## src/design/sqd_pkg.sv

```systemverilog
`timescale 1ns / 1ps
// ----------------------------------------------------------------------------
// sqd_pkg
// Shared types and constants for the shortest-queue dispatcher.
// ----------------------------------------------------------------------------
package sqd_pkg;

   localparam int CLIENT_W   = 16;
   localparam int SVC_W      = 8;
   localparam int TICK_W     = 32;
   localparam int REM_W      = 9;   // signed head count, -1 .. 255
   localparam int IDX_OUT_W  = 3;
   localparam int CFG_W      = 4;
   localparam int MAX_ACTIVE = 8;

   localparam logic [CFG_W-1:0] CFG_RESET = 4'd8;

   localparam logic REC_COMPLETION = 1'b0;
   localparam logic REC_STATUS     = 1'b1;

   typedef enum logic [2:0] {
      ST_IDLE,
      ST_SCAN,
      ST_ENQ,
      ST_CHECK,
      ST_HEAD,
      ST_NEXT,
      ST_STATUS
   } state_type;

   typedef struct packed {
      logic load;
      logic scan;
      logic enq;
      logic check;
      logic head;
      logic next;
      logic status;
   } cmd_type;

   typedef struct packed {
      logic idx_last;   // walk index sits on the last active server
      logic complete;   // head job of the current server finishes
      logic more;       // queue still holds a job after the completion
   } sts_type;

   typedef struct packed {
      logic [CLIENT_W-1:0] client;
      logic [TICK_W-1:0]   arrival;
      logic [SVC_W-1:0]    service;
   } entry_type;

endpackage

```

## src/design/sqd_ctrl.sv

```systemverilog
`timescale 1ns / 1ps
// ----------------------------------------------------------------------------
// sqd_ctrl
// Sequencer for one tick: queue scan, enqueue, per-server countdown, status.
// ----------------------------------------------------------------------------
module sqd_ctrl
   import sqd_pkg::*;
(
   input  logic    clock,
   input  logic    reset,
   input  logic    start,
   input  logic    arrival,
   output logic    busy,
   output cmd_type cmd,
   input  sts_type sts
);

   state_type state_ff, state_in;

   always_ff @(posedge clock) begin
      if (reset) begin
         state_ff <= ST_IDLE;
      end else begin
         state_ff <= state_in;
      end
   end

   always_comb begin
      state_in = state_ff;
      case (state_ff)
         ST_IDLE: begin
            if (start) begin
               state_in = arrival ? ST_SCAN : ST_CHECK;
            end
         end
         ST_SCAN: begin
            if (sts.idx_last) begin
               state_in = ST_ENQ;
            end
         end
         ST_ENQ: begin
            state_in = ST_CHECK;
         end
         ST_CHECK: begin
            if (sts.complete) begin
               state_in = ST_HEAD;
            end else if (sts.idx_last) begin
               state_in = ST_STATUS;
            end
         end
         ST_HEAD: begin
            if (sts.more) begin
               state_in = ST_NEXT;
            end else if (sts.idx_last) begin
               state_in = ST_STATUS;
            end else begin
               state_in = ST_CHECK;
            end
         end
         ST_NEXT: begin
            state_in = sts.idx_last ? ST_STATUS : ST_CHECK;
         end
         ST_STATUS: begin
            state_in = ST_IDLE;
         end
         default: begin
            state_in = ST_IDLE;
         end
      endcase
   end

   always_comb begin
      cmd  = '0;
      busy = 1'b1;
      case (state_ff)
         ST_IDLE: begin
            busy     = 1'b0;
            cmd.load = start;
         end
         ST_SCAN:   cmd.scan   = 1'b1;
         ST_ENQ:    cmd.enq    = 1'b1;
         ST_CHECK:  cmd.check  = 1'b1;
         ST_HEAD:   cmd.head   = 1'b1;
         ST_NEXT:   cmd.next   = 1'b1;
         ST_STATUS: cmd.status = 1'b1;
         default: begin
            busy = 1'b1;
         end
      endcase
   end

   a_cmd_onehot: assert property (@(posedge clock) disable iff (reset)
      $onehot0(cmd))
      else $error("more than one datapath command at once");

   a_start_only_idle: assert property (@(posedge clock) disable iff (reset)
      cmd.load |=> (state_ff == ST_SCAN || state_ff == ST_CHECK))
      else $error("accepted item did not begin a tick");

endmodule

```

## config.mk

```make
export PLATFORM = sky130hd
export DESIGN_NAME = sqd_ctrl
export DESIGN_NICKNAME = d
export VERILOG_FILES = /design/src/design/sqd_pkg.sv /design/src/design/sqd_ctrl.sv
export SDC_FILE = /design/constraint.sdc
export NUM_CORES = 1
export LEC_CHECK = 0
export ABC_AREA = 1
export BUFFER_PORTS_ARGS = -buffer_cell sky130_fd_sc_hd__buf_4
export CORE_AREA = 2 2 39 41
export CTS_CLUSTER_DIAMETER = 200
export CTS_CLUSTER_SIZE = 30
export DETAILED_ROUTE_END_ITERATION = 12
export DIE_AREA = 0 0 41 43
export GPL_ROUTABILITY_DRIVEN = 0
export PLACE_DENSITY = 0.54
export REMOVE_ABC_BUFFERS = 1
export SYNTH_ARGS = -nofsm -noshare
export SYNTH_HDL_FRONTEND = slang
export SYNTH_SLANG_ARGS = --single-unit
```

## constraint.sdc

```tcl
create_clock -name clock -period 1.2 [get_ports clock]
set_clock_uncertainty 0.2 [all_clocks]
set_input_delay 0.12 -clock clock [delete_from_list [all_inputs] [get_ports clock]]
set_output_delay 0.12 -clock clock [all_outputs]
set_load 0.1 [all_outputs]
```

**Word-level counts from Yosys, hierarchy flattened**

Index checks and enable logic that the tools add are counted.

- Flip-flop bits (word level): 3
- Bits in latches: 0
- Bits in writable memories: 0
- Memory bits (read-only): 0
- Input port bits: 7
- Output and inout bits: 8
- Word-level logic and storage cells: 28
- Memories kept: 0

- $add $sub $neg: 0
- Multiply operators: 0
- Div/mod/pow operators: 0
- Order comparisons: 0
- Eq/ne operators: 9
- Shift-type cells: 0
- Muxes and demuxes: 16
- Bitwise operators: 0
- Reduce and logical (&&, ||, !) cells: 2

Operators by type and width:

| kind | number |
|---|---|
| 3-bit two-way mux | 6 |
| 3-bit case mux with 6 select lines | 1 |
| 3-bit equality test (second input constant) | 3 |
| 1-bit two-way mux | 8 |
| 3-bit by 2-bit equality test with 1-bit output (second input constant) | 2 |
| 2-bit != test (second input constant) | 2 |
| 3-bit by 1-bit equality test with 1-bit output (second input constant) | 1 |
| 3-bit zero test | 1 |
| 3-bit != test (second input constant) | 1 |
| 3-bit AND reduction | 1 |
| 2-bit two-way mux | 1 |

**Depth between registers and ports, before layout**

- Depth after elaboration: 3
- Depth in mapped cells: 7
- Depth with buffers taken out: 7

**Worst setup path after synthesis**

OpenSTA, ideal clock, no wires.

- Kind: register to output
- Start: reg state_ff[2]
- End: out cmd[0] (netlist name)
- Data arrival time: 2558 ps
- Required time: 880 ps
- Path slack: -1678 ps
- Stages on the path, launching flop included: 3
- Path buffers: 0
- Cell sequence: dfxtp_1 -> inv_2 -> nor3_1

RTL lines:

| what | RTL line | RTL |
|---|---|---|
| start: declaration | sqd_ctrl.sv:18 | `state_type state_ff, state_in;` |
| start signal: assignment | sqd_ctrl.sv:24 | `state_ff <= state_in;` |
| end: declaration | sqd_ctrl.sv:14 | `output cmd_type cmd,` |

**Worst setup path after layout**

- Start: reg state_ff[1]
- End: reg state_ff[2]

- Cells in the longest elaborated chain, start to end: 3
- Elaborated cells on any way between the ends: 11
- Those cells by class: eq/ne: 8; mux: 1; reduce/logical: 2

RTL lines:

| what | RTL line | RTL |
|---|---|---|
| 3-bit by 2-bit equality test with 1-bit output, or another cell as far along | sqd_ctrl.sv:30 | `case (state_ff)` |
| 3-bit != test (no line) / 2-bit != test (equally long branches) | n/a |  |
| 3-bit AND reduction (no line) | n/a |  |

Parallel ways exist; a longest one is shown, timed or not.
A chain may end at the register's enable or synchronous reset.

==> reports/metrics.cfg <==
[status]
run_status = complete, but fails checks
failed_checks = negative setup slack

[timing]
report.final.hold_viol_count = 0
rsz0062_at_grt = true
finalCriticalPeriod_ns = 1.46
worst_slew_pin_slew_ns = 0.318
finalSetupViolations = 11
finalCritPeriodShare = 1.22
max_freq_mhz = 684
layout_setup_ws_ns = -0.262
finalMaxSlewViolations = 0
timing.max_slew.rel_slack = 0.785

[routing]
routedWlPerCell_um = 10.5
drt_pre_antenna_iters = 2
drt-total-wl_um = 1050
post_drt_via_cell_ratio = 4.26
routed-via-count = 426
route.antenna.remaining_nets = 0
drt-initial-drc-count = 3
remaining_drc_errors = 0

[critical_path]
timing.critical_path.from = state_ff[1]$_SDFFE_PP0P_
crit_top_cell = sky130_fd_sc_hd__nor2_4
data_arrival_time_of_the_worst_path_ns = 1.38
timing.critical_path.slowest_stage_cell = sky130_fd_sc_hd__dfxtp_4
setup.worst_path.start_class = flip-flop
regToRegStartpoint = state_ff[1]$_SDFFE_PP0P_
timing.setup.critical_path_class = reg -> reg
critPathMaxStageDelay_ns = 0.36
crit_path_cell_trace = nor2_4, nand2_4, buf_4, buf_6, nor2_4, nor2_4, nor3b_2
crit_required_ns = 1.12
critical_path.max_fanout = 4
critical_path.endpoint_type = flip-flop
r2r_setup_slack_ns = -0.26

[placement]
post-dp-hpwl_um = 626
detailed_place.area_um2 = 464
buffer_ports.inserted = 14

[logic_synthesis]
synth.most_common_cell = sky130_fd_sc_hd__nand2_1
synthDominantAreaCellType = sky130_fd_sc_hd__dfxtp_1
synthTopCellsByArea = sky130_fd_sc_hd__dfxtp_1 21%, sky130_fd_sc_hd__nand2_1 16%, sky130_fd_sc_hd__inv_1 13%
synth.avg_cell_area_um2 = 5.62
synth_edf_count = 0
syn_area_um2 = 287
synth.distinct_cells = 14
yosys_warnings = 0
synthesis.instances = 51
synth-seq-area-share = 0.210
synth_commonest_cells = 12 x sky130_fd_sc_hd__nand2_1, 10 x sky130_fd_sc_hd__inv_1, 7 x sky130_fd_sc_hd__nor2_1
synth.ff_latch_count = 3
postSynth.asyncResetShare = 0
synth-main-ff-cell = sky130_fd_sc_hd__dfxtp_1
synth_largest_type_area_fraction = 0.210

[grt]
grt_max_degree = 8
via_count_of_the_first_global_routing_pass = 455
number_of_antenna_violations_at_the_first_check_in_global_routing = 0
global_route.usage.met3 = 0.0471
global_route.usage.met2 = 0.247
overflow = 0
grt.busiest_layer = met2
grt_first_pass_wirelength_um = 1750
gr-usage-met1 = 0.160
grt_usage = 0.147

[final_layout]
final_layout_size_suffix_gt1_frac = 0.655
num_antenna_cells = 0
final_cell_area_um2 = 776
top_register = state_ff
syn_to_final_growth_pct = 171
nNetsFinal = 92
largest_registers = state_ff: 3 flops
largest_register_ff_count = 3

[die]
design.portCount = 15
row_count = 14
die-height_um = 43
start_util = 0.207
core_area_um2 = 1380
die_w_um = 41
fp.dieArea_um2 = 1760

[clock_tree]
cts.reportedPaths.clkPinSlew_ns = 0.04
clockRootBuffer = sky130_fd_sc_hd__clkbuf_4
clock_latency_late_sink_ns = 0.23
longest_clk_path_bufs = 2
cts_buffers = 3
clock_tree_from_tritoncts = built
clock_tree.htree_level_count = 1
clock_sinks = 3

[hold_path]
hp-start = sts[0]
hp-class = in -> reg

[power]
power.density_nw_per_um2 = 2540
leakage_nw = 0.363
post-layout-total-power_mw = 1.97
peakVddDrop_uv = 1270

[job]
drv.max_cap_violation_count = 0

==> kinds of logic after synthesis <==
| kind of cell | count (synthesis) | synth area share |
|---|---|---|
| buffers and inverters | 11 | 0.144 |
| and+or+nand+nor | 32 | 0.524 |
| AOI/OAI and AO/OA | 5 | 0.122 |
| DFF | 3 | 0.210 |
==> critical path, delay by kind of cell (launching register included) <==
family | cells | cell delay [ns]
simple gates | 5 | 0.53
flops | 1 | 0.36
buf+inv | 2 | 0.25
==> what timing repair did <==
item / CTS / global route
buffers inserted: 7 / 1
pin swaps: 9 / 5
hold endpoints to repair: 3 / 0
resized for setup: 52 / 9
hold buffers: 1 / 0
endpoints found under the setup margin: 11 / 11
==> placed cells by master, fill, tap and decap left out <==
master,synthesis,layout
sky130_fd_sc_hd__inv_6,0,1
sky130_fd_sc_hd__nor3b_2,1,1
sky130_fd_sc_hd__nand2_4,0,2
sky130_fd_sc_hd__inv_1,10,6
sky130_fd_sc_hd__nand2_2,1,1
sky130_fd_sc_hd__nor2_4,0,7
sky130_fd_sc_hd__nand2_1,12,10
sky130_fd_sc_hd__clkbuf_4,0,3
sky130_fd_sc_hd__buf_4,0,15
sky130_fd_sc_hd__nand3_4,0,1
sky130_fd_sc_hd__nand3_1,6,5
sky130_fd_sc_hd__o21ai_0,1,1
sky130_fd_sc_hd__nor2_1,7,4
sky130_fd_sc_hd__inv_2,1,3
sky130_fd_sc_hd__inv_4,0,1
sky130_fd_sc_hd__buf_12,0,8
sky130_fd_sc_hd__nor3_4,0,1
sky130_fd_sc_hd__dfxtp_4,0,3
sky130_fd_sc_hd__buf_6,0,5
sky130_fd_sc_hd__dlygate4sd3_1,0,1
sky130_fd_sc_hd__a21oi_2,2,3
sky130_fd_sc_hd__clkbuf_1,0,1
sky130_fd_sc_hd__o211ai_1,1,1
==> metrics by stage <==
stage / hold WS (ns) / setup slack [ns] / util / cells / setup TNS [ns]
after global routing: 0.0713 / -0.308 / 0.561 / 100 / -2.77
after global placement: 0.111 / -0.141 / 0.335 / 88 / -0.908
after detailed placement: 0.110 / -0.146 / 0.335 / 88 / -0.843
after CTS: 0.0175 / -0.235 / 0.527 / 99 / -2.16
after floorplan: -0.0176 / -1.68 / - / 51 / -8.64
final: 0.0510 / -0.262 / 0.561 / 100 / -2.28
==> final cells by class <==
class,instances,area [µm²]
multi-input combinational,37,270
clock buffer,4,26.3
fill,123,608
timing repair buffer,29,339
inverter,11,48.8
sequential,3,71.3
tap,16,20.0
==> worst paths after layout <==
path	end	cells past startpoint
worst min register to register	state_ff[1]$_SDFFE_PP0P_	5
worst max register to register	state_ff[2]$_SDFFE_PP0P_	7
worst min-delay path	state_ff[2]$_SDFFE_PP0P_	3
worst max-delay path	state_ff[2]$_SDFFE_PP0P_	7
==> where the power goes <==
| part | total [mW] | leakage [nW] | internal (mW) | switching [mW] |
|---|---|---|---|---|
| logic | 1.58 | 0.321 | 0.658 | 0.918 |
| registers | 0.212 | 0.0267 | 0.143 | 0.0690 |
| clock network | 0.181 | 0.0150 | 0.125 | 0.0557 |
| total | 1.97 | 0.363 | 0.926 | 1.04 |
==> layer usage <==
| metal | part of all wire | up-vias |
|---|---|---|
| li1 | - | 224 |
| met1 | 0.38 | 192 |
| met2 | 0.57 | 10 |
| met3 | 0.043 | 0 |
| met4 | 0 | 0 |
| met5 | 0 | - |
Note: power is estimated with default switching activity, not from simulation.
